### src/rtl/ui_nav_pkg.sv
`timescale 1ns / 1ps
// ----------------------------------------------------------------------------
// ui_nav_pkg
// Mode, event and register codes shared by the menu navigation machine.
// ----------------------------------------------------------------------------
package ui_nav_pkg;

   localparam int EVENT_WIDTH    = 5;
   localparam int TIME_WIDTH     = 32;
   localparam int MODE_WIDTH     = 4;
   localparam int MENU_WIDTH     = 2;
   localparam int CURSOR_OUT_W   = 8;
   localparam int LIMIT_WIDTH    = 8;
   localparam int REQ_DATA_WIDTH = 40;
   localparam int RSP_DATA_WIDTH = 56;
   localparam int CSR_IDX_WIDTH  = 1;

   // configuration register indexes
   localparam logic [CSR_IDX_WIDTH-1:0] CSR_CONTACT_MAX = 1'd0;
   localparam logic [CSR_IDX_WIDTH-1:0] CSR_LINK_MAX    = 1'd1;

   // event codes
   localparam logic [EVENT_WIDTH-1:0] EV_PAIR_LONG     = 5'd1;
   localparam logic [EVENT_WIDTH-1:0] EV_PAIR_OVERTIME = 5'd2;
   localparam logic [EVENT_WIDTH-1:0] EV_CARD_OVERTIME = 5'd3;
   localparam logic [EVENT_WIDTH-1:0] EV_LEFT          = 5'd4;
   localparam logic [EVENT_WIDTH-1:0] EV_RIGHT         = 5'd6;
   localparam logic [EVENT_WIDTH-1:0] EV_UP            = 5'd8;
   localparam logic [EVENT_WIDTH-1:0] EV_DOWN          = 5'd10;
   localparam logic [EVENT_WIDTH-1:0] EV_ACOM_OK       = 5'd12;
   localparam logic [EVENT_WIDTH-1:0] EV_ACOM_FAIL     = 5'd13;
   localparam logic [EVENT_WIDTH-1:0] EV_BLE_START     = 5'd14;
   localparam logic [EVENT_WIDTH-1:0] EV_BLE_OK        = 5'd15;
   localparam logic [EVENT_WIDTH-1:0] EV_BLE_FAIL      = 5'd16;
   localparam logic [EVENT_WIDTH-1:0] EV_SETTINGS      = 5'd17;
   localparam logic [EVENT_WIDTH-1:0] EV_BATLOW        = 5'd18;
   localparam logic [EVENT_WIDTH-1:0] EV_SHUTDOWN      = 5'd19;

   // menu entries
   localparam logic [MENU_WIDTH-1:0] CHOICE_SELF     = 2'd0;
   localparam logic [MENU_WIDTH-1:0] CHOICE_CONTACTS = 2'd1;
   localparam logic [MENU_WIDTH-1:0] CHOICE_SETUP    = 2'd2;

   // external mode numbers
   localparam logic [MODE_WIDTH-1:0] CODE_IDLE     = 4'd0;
   localparam logic [MODE_WIDTH-1:0] CODE_PAIRING  = 4'd1;
   localparam logic [MODE_WIDTH-1:0] CODE_CARD     = 4'd2;
   localparam logic [MODE_WIDTH-1:0] CODE_MENU     = 4'd3;
   localparam logic [MODE_WIDTH-1:0] CODE_CLIST    = 4'd4;
   localparam logic [MODE_WIDTH-1:0] CODE_AVATAR   = 4'd5;
   localparam logic [MODE_WIDTH-1:0] CODE_LINKS    = 4'd6;
   localparam logic [MODE_WIDTH-1:0] CODE_QR       = 4'd7;
   localparam logic [MODE_WIDTH-1:0] CODE_SETTINGS = 4'd8;
   localparam logic [MODE_WIDTH-1:0] CODE_STANDBY  = 4'd9;
   localparam logic [MODE_WIDTH-1:0] CODE_LOWBAT   = 4'd10;
   localparam logic [MODE_WIDTH-1:0] CODE_BLECONN  = 4'd11;
   localparam logic [MODE_WIDTH-1:0] CODE_BLEXFER  = 4'd12;

   typedef enum logic [12:0] {
      MODE_IDLE     = 13'b0_0000_0000_0001,
      MODE_PAIRING  = 13'b0_0000_0000_0010,
      MODE_CARD     = 13'b0_0000_0000_0100,
      MODE_MENU     = 13'b0_0000_0000_1000,
      MODE_CLIST    = 13'b0_0000_0001_0000,
      MODE_AVATAR   = 13'b0_0000_0010_0000,
      MODE_LINKS    = 13'b0_0000_0100_0000,
      MODE_QR       = 13'b0_0000_1000_0000,
      MODE_SETTINGS = 13'b0_0001_0000_0000,
      MODE_STANDBY  = 13'b0_0010_0000_0000,
      MODE_LOWBAT   = 13'b0_0100_0000_0000,
      MODE_BLECONN  = 13'b0_1000_0000_0000,
      MODE_BLEXFER  = 13'b1_0000_0000_0000
   } mode_type;

   function automatic logic [MODE_WIDTH-1:0] mode_code(input mode_type m);
      logic [MODE_WIDTH-1:0] code;
      case (m)
         MODE_IDLE:     code = CODE_IDLE;
         MODE_PAIRING:  code = CODE_PAIRING;
         MODE_CARD:     code = CODE_CARD;
         MODE_MENU:     code = CODE_MENU;
         MODE_CLIST:    code = CODE_CLIST;
         MODE_AVATAR:   code = CODE_AVATAR;
         MODE_LINKS:    code = CODE_LINKS;
         MODE_QR:       code = CODE_QR;
         MODE_SETTINGS: code = CODE_SETTINGS;
         MODE_STANDBY:  code = CODE_STANDBY;
         MODE_LOWBAT:   code = CODE_LOWBAT;
         MODE_BLECONN:  code = CODE_BLECONN;
         MODE_BLEXFER:  code = CODE_BLEXFER;
         default:       code = CODE_IDLE;
      endcase
      return code;
   endfunction

endpackage

### src/rtl/ui_menu_navigation_fsm.sv
`timescale 1ns / 1ps
// ----------------------------------------------------------------------------
// ui_menu_navigation_fsm
// Event-driven device mode machine with menu and list cursors.
// ----------------------------------------------------------------------------
//  channel  | direction | contents
//  req_     | in        | event_code, now_ms
//  rsp_     | out       | mode, menu_choice, contact_cursor, link_cursor,
//           |           | viewing_self, mode_entered_at
//  csr_     | in        | contact_index_max, link_index_max writes
//
//  One item per cycle when rsp_ does not stall; each item passes the input
//  register and then sits in the result register until taken.
//  The input register takes a new item while a result waits downstream.
//  Synchronous reset returns to idle with both cursor bounds at 255.
//  A stalled rsp_ side holds the result and fills the input register, then
//  req_tready drops.
// ----------------------------------------------------------------------------
module ui_menu_navigation_fsm #(
   parameter int CURSOR_WIDTH = 8
) (
   input  logic                                   clock,
   input  logic                                   reset,
   // tdata: event_code[4:0], now_ms[36:5], zero fill
   input  logic                                   req_tvalid,
   output logic                                   req_tready,
   input  logic [ui_nav_pkg::REQ_DATA_WIDTH-1:0]  req_tdata,
   // tdata: mode[3:0], menu_choice[5:4], contact_cursor[13:6],
   //        link_cursor[21:14], viewing_self[22], mode_entered_at[54:23], zero
   output logic                                   rsp_tvalid,
   input  logic                                   rsp_tready,
   output logic [ui_nav_pkg::RSP_DATA_WIDTH-1:0]  rsp_tdata,
   input  logic                                   csr_wr_en,
   input  logic [ui_nav_pkg::CSR_IDX_WIDTH-1:0]   csr_wr_index,
   input  logic [ui_nav_pkg::LIMIT_WIDTH-1:0]     csr_wr_data
);
   import ui_nav_pkg::*;

   localparam int CW = CURSOR_WIDTH;
   // compare width wide enough for both the cursor and the 8-bit bound
   localparam int LW = (CW > LIMIT_WIDTH) ? CW : LIMIT_WIDTH;
   localparam logic [LW-1:0] CURSOR_CAP = LW'((32'd1 << CW) - 32'd1);

   logic [LIMIT_WIDTH-1:0]  contact_max_ff, link_max_ff;

   logic                    in_valid_ff;
   logic [EVENT_WIDTH-1:0]  in_event_ff;
   logic [TIME_WIDTH-1:0]   in_now_ff;

   mode_type                mode_ff, mode_in;
   mode_type                pair_ret_ff, pair_ret_in;
   mode_type                prof_ret_ff, prof_ret_in;
   logic [MENU_WIDTH-1:0]   menu_ff, menu_in;
   logic [CW-1:0]           contact_ff, contact_in;
   logic [CW-1:0]           link_ff, link_in;
   logic [TIME_WIDTH-1:0]   entry_ff, entry_in;

   logic                    out_valid_ff;
   logic [RSP_DATA_WIDTH-1:0] out_data_ff;

   logic                    advance;
   logic                    stamp;
   logic [LW-1:0]           contact_ext, link_ext, contact_lim, link_lim;
   logic [LW-1:0]           contact_next_ext, link_next_ext;
   logic [LW-1:0]           contact_max_ext, link_max_ext;

   assign advance    = in_valid_ff && (!out_valid_ff || rsp_tready);
   assign req_tready = !in_valid_ff || advance;
   assign rsp_tvalid = out_valid_ff;
   assign rsp_tdata  = out_data_ff;

   // saturation limits: min(bound, 2^CW - 1)
   assign contact_max_ext = LW'(contact_max_ff);
   assign link_max_ext    = LW'(link_max_ff);
   assign contact_lim = (contact_max_ext < CURSOR_CAP) ? contact_max_ext : CURSOR_CAP;
   assign link_lim    = (link_max_ext < CURSOR_CAP) ? link_max_ext : CURSOR_CAP;
   assign contact_ext = LW'(contact_ff);
   assign link_ext    = LW'(link_ff);

   always_comb begin
      mode_in     = mode_ff;
      pair_ret_in = pair_ret_ff;
      prof_ret_in = prof_ret_ff;
      menu_in     = menu_ff;
      contact_in  = contact_ff;
      link_in     = link_ff;
      stamp       = 1'b0;
      case (mode_ff)
         MODE_IDLE: begin
            if (in_event_ff == EV_PAIR_LONG) begin
               pair_ret_in = MODE_IDLE;
               mode_in     = MODE_PAIRING;
               stamp       = 1'b1;
            end else if (in_event_ff == EV_RIGHT) begin
               mode_in = MODE_MENU;
               stamp   = 1'b1;
            end else if (in_event_ff == EV_SETTINGS) begin
               mode_in = MODE_SETTINGS;
               stamp   = 1'b1;
            end else if (in_event_ff == EV_SHUTDOWN) begin
               mode_in = MODE_STANDBY;
               stamp   = 1'b1;
            end else if (in_event_ff == EV_BATLOW) begin
               mode_in = MODE_LOWBAT;
            end
         end
         MODE_PAIRING: begin
            if (in_event_ff == EV_PAIR_LONG || in_event_ff == EV_PAIR_OVERTIME ||
                in_event_ff == EV_ACOM_FAIL) begin
               mode_in = pair_ret_ff;
               stamp   = 1'b1;
            end else if (in_event_ff == EV_ACOM_OK) begin
               mode_in = MODE_BLECONN;
               stamp   = 1'b1;
            end
         end
         MODE_CARD: begin
            if (in_event_ff == EV_PAIR_LONG || in_event_ff == EV_CARD_OVERTIME) begin
               mode_in = MODE_IDLE;
               stamp   = 1'b1;
            end else if (in_event_ff == EV_BATLOW) begin
               mode_in = MODE_LOWBAT;
            end
         end
         MODE_MENU: begin
            if (in_event_ff == EV_LEFT) begin
               mode_in = MODE_IDLE;
               stamp   = 1'b1;
            end else if (in_event_ff == EV_UP) begin
               // wrap backward over the three entries
               case (menu_ff)
                  CHOICE_SELF:     menu_in = CHOICE_SETUP;
                  CHOICE_CONTACTS: menu_in = CHOICE_SELF;
                  CHOICE_SETUP:    menu_in = CHOICE_CONTACTS;
                  default:         menu_in = CHOICE_SETUP;
               endcase
            end else if (in_event_ff == EV_DOWN) begin
               case (menu_ff)
                  CHOICE_SELF:     menu_in = CHOICE_CONTACTS;
                  CHOICE_CONTACTS: menu_in = CHOICE_SETUP;
                  CHOICE_SETUP:    menu_in = CHOICE_SELF;
                  default:         menu_in = CHOICE_CONTACTS;
               endcase
            end else if (in_event_ff == EV_RIGHT) begin
               stamp = 1'b1;
               case (menu_ff)
                  CHOICE_SELF: begin
                     prof_ret_in = MODE_MENU;
                     mode_in     = MODE_AVATAR;
                  end
                  CHOICE_CONTACTS: mode_in = MODE_CLIST;
                  CHOICE_SETUP:    mode_in = MODE_SETTINGS;
                  default:         mode_in = mode_ff;
               endcase
            end else if (in_event_ff == EV_SHUTDOWN) begin
               mode_in = MODE_STANDBY;
               stamp   = 1'b1;
            end else if (in_event_ff == EV_BATLOW) begin
               mode_in = MODE_LOWBAT;
            end
         end
         MODE_CLIST: begin
            if (in_event_ff == EV_LEFT) begin
               mode_in = MODE_MENU;
               stamp   = 1'b1;
            end else if (in_event_ff == EV_UP) begin
               if (contact_ff != '0) contact_in = contact_ff - CW'(1);
            end else if (in_event_ff == EV_DOWN) begin
               if (contact_ext < contact_lim) contact_in = contact_ff + CW'(1);
            end else if (in_event_ff == EV_RIGHT) begin
               prof_ret_in = MODE_CLIST;
               mode_in     = MODE_AVATAR;
               stamp       = 1'b1;
            end else if (in_event_ff == EV_SHUTDOWN) begin
               mode_in = MODE_STANDBY;
               stamp   = 1'b1;
            end else if (in_event_ff == EV_BATLOW) begin
               mode_in = MODE_LOWBAT;
            end
         end
         MODE_AVATAR: begin
            if (in_event_ff == EV_LEFT) begin
               mode_in = prof_ret_ff;
               stamp   = 1'b1;
            end else if (in_event_ff == EV_RIGHT) begin
               mode_in = MODE_LINKS;
               link_in = '0;
               stamp   = 1'b1;
            end else if (in_event_ff == EV_SHUTDOWN) begin
               mode_in = MODE_STANDBY;
               stamp   = 1'b1;
            end else if (in_event_ff == EV_BATLOW) begin
               mode_in = MODE_LOWBAT;
            end
         end
         MODE_LINKS: begin
            if (in_event_ff == EV_LEFT) begin
               mode_in = MODE_AVATAR;
               stamp   = 1'b1;
            end else if (in_event_ff == EV_UP) begin
               if (link_ff != '0) link_in = link_ff - CW'(1);
            end else if (in_event_ff == EV_DOWN) begin
               if (link_ext < link_lim) link_in = link_ff + CW'(1);
            end else if (in_event_ff == EV_RIGHT) begin
               mode_in = MODE_QR;
               stamp   = 1'b1;
            end else if (in_event_ff == EV_SHUTDOWN) begin
               mode_in = MODE_STANDBY;
               stamp   = 1'b1;
            end else if (in_event_ff == EV_BATLOW) begin
               mode_in = MODE_LOWBAT;
            end
         end
         MODE_QR: begin
            if (in_event_ff == EV_LEFT) begin
               mode_in = MODE_LINKS;
               stamp   = 1'b1;
            end else if (in_event_ff == EV_SHUTDOWN) begin
               mode_in = MODE_STANDBY;
               stamp   = 1'b1;
            end else if (in_event_ff == EV_BATLOW) begin
               mode_in = MODE_LOWBAT;
            end
         end
         MODE_SETTINGS: begin
            if (in_event_ff == EV_LEFT) begin
               mode_in = MODE_MENU;
               stamp   = 1'b1;
            end else if (in_event_ff == EV_BATLOW) begin
               mode_in = MODE_LOWBAT;
            end
         end
         MODE_STANDBY: begin
            if (in_event_ff == EV_PAIR_LONG) begin
               mode_in = MODE_IDLE;
               stamp   = 1'b1;
            end
         end
         MODE_BLECONN: begin
            if (in_event_ff == EV_BLE_START) begin
               mode_in = MODE_BLEXFER;
               stamp   = 1'b1;
            end else if (in_event_ff == EV_BLE_OK) begin
               mode_in = MODE_CARD;
               stamp   = 1'b1;
            end else if (in_event_ff == EV_PAIR_LONG || in_event_ff == EV_BLE_FAIL) begin
               mode_in = pair_ret_ff;
               stamp   = 1'b1;
            end
         end
         MODE_BLEXFER: begin
            if (in_event_ff == EV_BLE_OK) begin
               mode_in = MODE_CARD;
               stamp   = 1'b1;
            end else if (in_event_ff == EV_PAIR_LONG || in_event_ff == EV_BLE_FAIL) begin
               mode_in = pair_ret_ff;
               stamp   = 1'b1;
            end
         end
         // low battery locks out every event
         default: begin
            mode_in = mode_ff;
         end
      endcase
      entry_in = stamp ? in_now_ff : entry_ff;
   end

   assign contact_next_ext = LW'(contact_in);
   assign link_next_ext    = LW'(link_in);

   // control state
   always_ff @(posedge clock) begin
      if (reset) begin
         contact_max_ff <= '1;
         link_max_ff    <= '1;
         in_valid_ff    <= 1'b0;
         out_valid_ff   <= 1'b0;
         mode_ff        <= MODE_IDLE;
         pair_ret_ff    <= MODE_IDLE;
         prof_ret_ff    <= MODE_MENU;
         menu_ff        <= CHOICE_SELF;
         contact_ff     <= '0;
         link_ff        <= '0;
         entry_ff       <= '0;
      end else begin
         if (csr_wr_en) begin
            case (csr_wr_index)
               CSR_CONTACT_MAX: contact_max_ff <= csr_wr_data;
               CSR_LINK_MAX:    link_max_ff    <= csr_wr_data;
               default:         contact_max_ff <= contact_max_ff;
            endcase
         end
         if (req_tready) in_valid_ff <= req_tvalid;
         if (advance) begin
            out_valid_ff <= 1'b1;
         end else if (rsp_tready) begin
            out_valid_ff <= 1'b0;
         end
         if (advance) begin
            mode_ff     <= mode_in;
            pair_ret_ff <= pair_ret_in;
            prof_ret_ff <= prof_ret_in;
            menu_ff     <= menu_in;
            contact_ff  <= contact_in;
            link_ff     <= link_in;
            entry_ff    <= entry_in;
         end
      end
   end

   // payload
   always_ff @(posedge clock) begin
      if (req_tready && req_tvalid) begin
         in_event_ff <= req_tdata[EVENT_WIDTH-1:0];
         in_now_ff   <= req_tdata[EVENT_WIDTH +: TIME_WIDTH];
      end
      if (advance) begin
         out_data_ff <= {1'b0,
                         entry_in,
                         (prof_ret_in == MODE_MENU),
                         link_next_ext[CURSOR_OUT_W-1:0],
                         contact_next_ext[CURSOR_OUT_W-1:0],
                         menu_in,
                         mode_code(mode_in)};
      end
   end

endmodule

### config.mk
export PLATFORM = sky130hd
export DESIGN_NAME = ui_menu_navigation_fsm
export DESIGN_NICKNAME = d
export VERILOG_FILES = /design/src/rtl/ui_nav_pkg.sv /design/src/rtl/ui_menu_navigation_fsm.sv
export SDC_FILE = /design/constraint.sdc
export NUM_CORES = 1
export LEC_CHECK = 0
export BUFFER_PORTS_ARGS = -buffer_cell sky130_fd_sc_hd__buf_2
export CAP_MARGIN = 20
export CORE_MARGIN = 4
export CORE_UTILIZATION = 50
export DETAILED_ROUTE_END_ITERATION = 6
export PLACE_DENSITY = 0.72
export SLEW_MARGIN = 0
export SYNTH_ARGS = -nofsm -noshare
export SYNTH_HDL_FRONTEND = slang
export SYNTH_SLANG_ARGS = --single-unit
### constraint.sdc
create_clock -name clock -period 4.65 [get_ports clock]
set_input_delay 0.93 -clock clock [delete_from_list [all_inputs] [get_ports clock]]
set_output_delay 0.93 -clock clock [all_outputs]
set_load 0.1 [all_outputs]
==> out/qor.txt <==
Status - finished clean
Synth Net Count - 1179
Yosys cell types - 88
DRT Wirelength - 27800 um
GRT Overall Usage - 24.5%
Crit end category - flop
Worst-path clk slew - 0.08 ns
Pin count of the biggest net entering global routing - 66
Slew margin rel. - 30.9%
Maxcap violations - 0
Layout cells sized above 1 - 20.0%
Fin nets - 1256
FFs w/ async S/R, synth - 0%
WS Path Type - flop to flop
CTS buffer count - 17
Final hold slack - 0.468 ns
Avg Cell Area, Syn - 9.28 um2
DR vias/cell - 6.13
Post-CTS sizing - 0
Vias - 8914
Clock power frac - 37.1%
CP max FO - 26
Die span in y - 151 um
Clock Tree Buf Depth - 2
Int Power - 2800 uW
I/O pin cnt - 112
Die area - 22800 um2
WP data required - 4.93 ns
Actual slew at the worst max-slew pin - 1.01 ns
Congestion Overflow GR - 0
CP startpoint kind - flop
PortBufs - 107
Vias in the first global route - 8510
Net Sw Power - 1280 uW
Yosys reg bits - 186
Period utilisation layout - 93.4%
Initial antenna violation count - 2
Fillers - 1747
FF+latch area - 4640 um2
CTS Hold Buffers Added - 0
Die width - 151 um
Hold Vio Cnt, Final - 0
Number of cell rows - 51
Sw Ratio - 31.4%
GPL Wtd Cong - 0.978
Flop pwr share - 45.7%
Worst Path Arrival - 4.63 ns
Pleak - 0.00449 uW
CTS sink cnt - 186
TritonCTS clock tree - built
Fmax - 0.230 GHz
Core area - 19800 um2
Post-CTS Repair Setup Buffers - 0
Reg2reg setup slack - 0.31 ns
Hpwl dp - 18900 um
Sequential area share after synthesis - 45.5%
1st-iter DRT viols - 917
TNS Setup - 0 ns
# DRC - 0
Slew Limit Fails - 0
Root buf cell - clkbuf_16
Routed wire per std cell - 19.1 um
H-tree levels - 4
Clk Latency, worst-skew pair - 0.44 ns
Cells after Synth - 1099
Post-synth EDFFs - 92
Area of the multi-input gates - 5110 um2
Combinational power share - 17.2%
Final Skew - 0.0157 ns
Setup-failing EPs final - 0
Synth Warn # - 0
Worst Hold Class - flop to flop
RSZ-0062 raised after global routing - no
Synthesized cell area - 10200 um2
Routed Antenna Nets - 0
Prevailing post-synth register cell - dfxtp_1
First-pass GRT wire length - 44700 um
Initial Util - 51.6%
Fin cells - 1455
Power density over cell area - 351 nW/um2
Synth-to-Final Area Change - 13.6%
DR pass1 iterations - 6
VDD IR max - 264 uV
Placed cells - 1422
Post-layout min period - 4.34 ns
==> state kept, by name, indices dropped and copies added (netlist names) <==
name / cells
link_ext: 8
prof_ret_ff: 13
rsp_tdata: 55
link_max_ext: 8
contact_max_ext: 8
mode_ff: 13
rsp_tvalid: 1
in_now_ff: 32
menu_ff: 2
entry_ff: 32
contact_ext: 8
in_event_ff: 5
in_valid_ff: 1
==> layout make-up <==
cell class	count	area share (%)
Multi-Input combinational cell	803	44.1
Sequential cell	186	40.1
Timing Repair Buffer	138	6.63
Clock buffer	17	3.67
Tap cell	265	2.86
Clock inverter	15	1.69
Inverter	30	0.993
Antenna cell	1	0.0216
==> critical path: stages (launching register included) <==
cell       delay [ns]
edfxtp_1         0.45
buf_4            0.25
or4b_2           0.68
a21oi_1          0.42
a2111oi_0        0.24
or4_4            0.50
a221oi_4         0.34
nand3_2          0.13
or4b_4           0.60
or4_4            0.50
o211ai_2         0.08
==> cells in the final DEF (no fill, tap or decap), types with 14 or more instances in the layout <==
master,count
and3_1,16
nand2_1,71
a21oi_1,47
nand4_1,14
buf_2,107
nor3_1,62
dfxtp_1,94
nand3_1,24
o21ai_0,44
nor2_1,153
a31oi_1,19
a211o_1,20
nand2b_1,14
inv_1,29
ha_1,26
and2_1,19
nor4_1,19
buf_4,31
a211oi_1,16
clkbuf_16,17
mux2_2,35
edfxtp_1,92
==> stage by stage <==
step / power [uW] / utilization, % / setup slack (ns) / instance area [um2]
final: 4080 / 58.6 / 0.308 / 11600
after global routing: 4230 / 58.6 / 0.189 / 11600
after CTS: 4090 / 58.6 / 0.382 / 11600
after detailed placement: 2590 / 55.5 / 0.447 / 11000
after global placement: 2580 / 55.5 / 0.388 / 11000
after floorplan: 2420 / - / 0.834 / 10200
==> synth_stat cells, types with 10 or more instances <==
library cell / n / area [um2]
nor4b_1: 11 / 96.3
nor4_1: 19 / 119
nand2_1: 71 / 267
ha_1: 26 / 325
and3_1: 16 / 100
nand3_1: 24 / 120
a31oi_1: 19 / 119
o21ai_0: 44 / 220
nor2_1: 153 / 574
dfxtp_1: 94 / 1880
mux2_2: 35 / 394
nor2b_1: 11 / 68.8
clkbuf_1: 60 / 225
nand4_1: 14 / 87.6
and2_1: 20 / 125
inv_1: 29 / 109
nand2b_1: 15 / 93.8
edfxtp_1: 92 / 2760
a21oi_1: 47 / 235
a211o_1: 20 / 175
a211oi_1: 16 / 120
buf_2: 10 / 50.1
or4_1: 11 / 82.6
nor3_1: 62 / 310
==> layer usage <==
metal	part of all wire [%]	track usage, %
met3	8.6	5.36
met1	44	34.1
met4	2.1	7.16
met5	0.047	0
met2	46	38.5
==> worst paths after layout <==
kind                   start               to  cells after the start
max           in_event_ff[1]     rsp_tdata[1]                     10
min          link_max_ext[3]  link_max_ext[3]                      1
max reg2reg   in_event_ff[1]     rsp_tdata[1]                     10
min reg2reg  link_max_ext[3]  link_max_ext[3]                      1
==> power by group through the flow <==
stage                     combinational (uW)  sequential [uW]  clock [uW]
final                                    699             1860        1510
after global routing                     750             1870        1600
after CTS                                693             1860        1530
after detailed placement                 688             1900           0
after global placement                   684             1900           0
after floorplan                          370             2050           0
==> cell families after synthesis <==
group | Yosys count | share of synthesized area [%]
buffers and inverters | 110 | 4.43
other | 1 | 0.0368
AOI/OAI and AO/OA | 242 | 16.7
and+or+nand+nor | 482 | 24.8
adders and majority gates | 26 | 3.19
muxes | 38 | 4.16
xor gates and xnor gates | 14 | 1.20
DFF | 186 | 45.5
No activity file was read; power rests on OpenSTA's default activity.
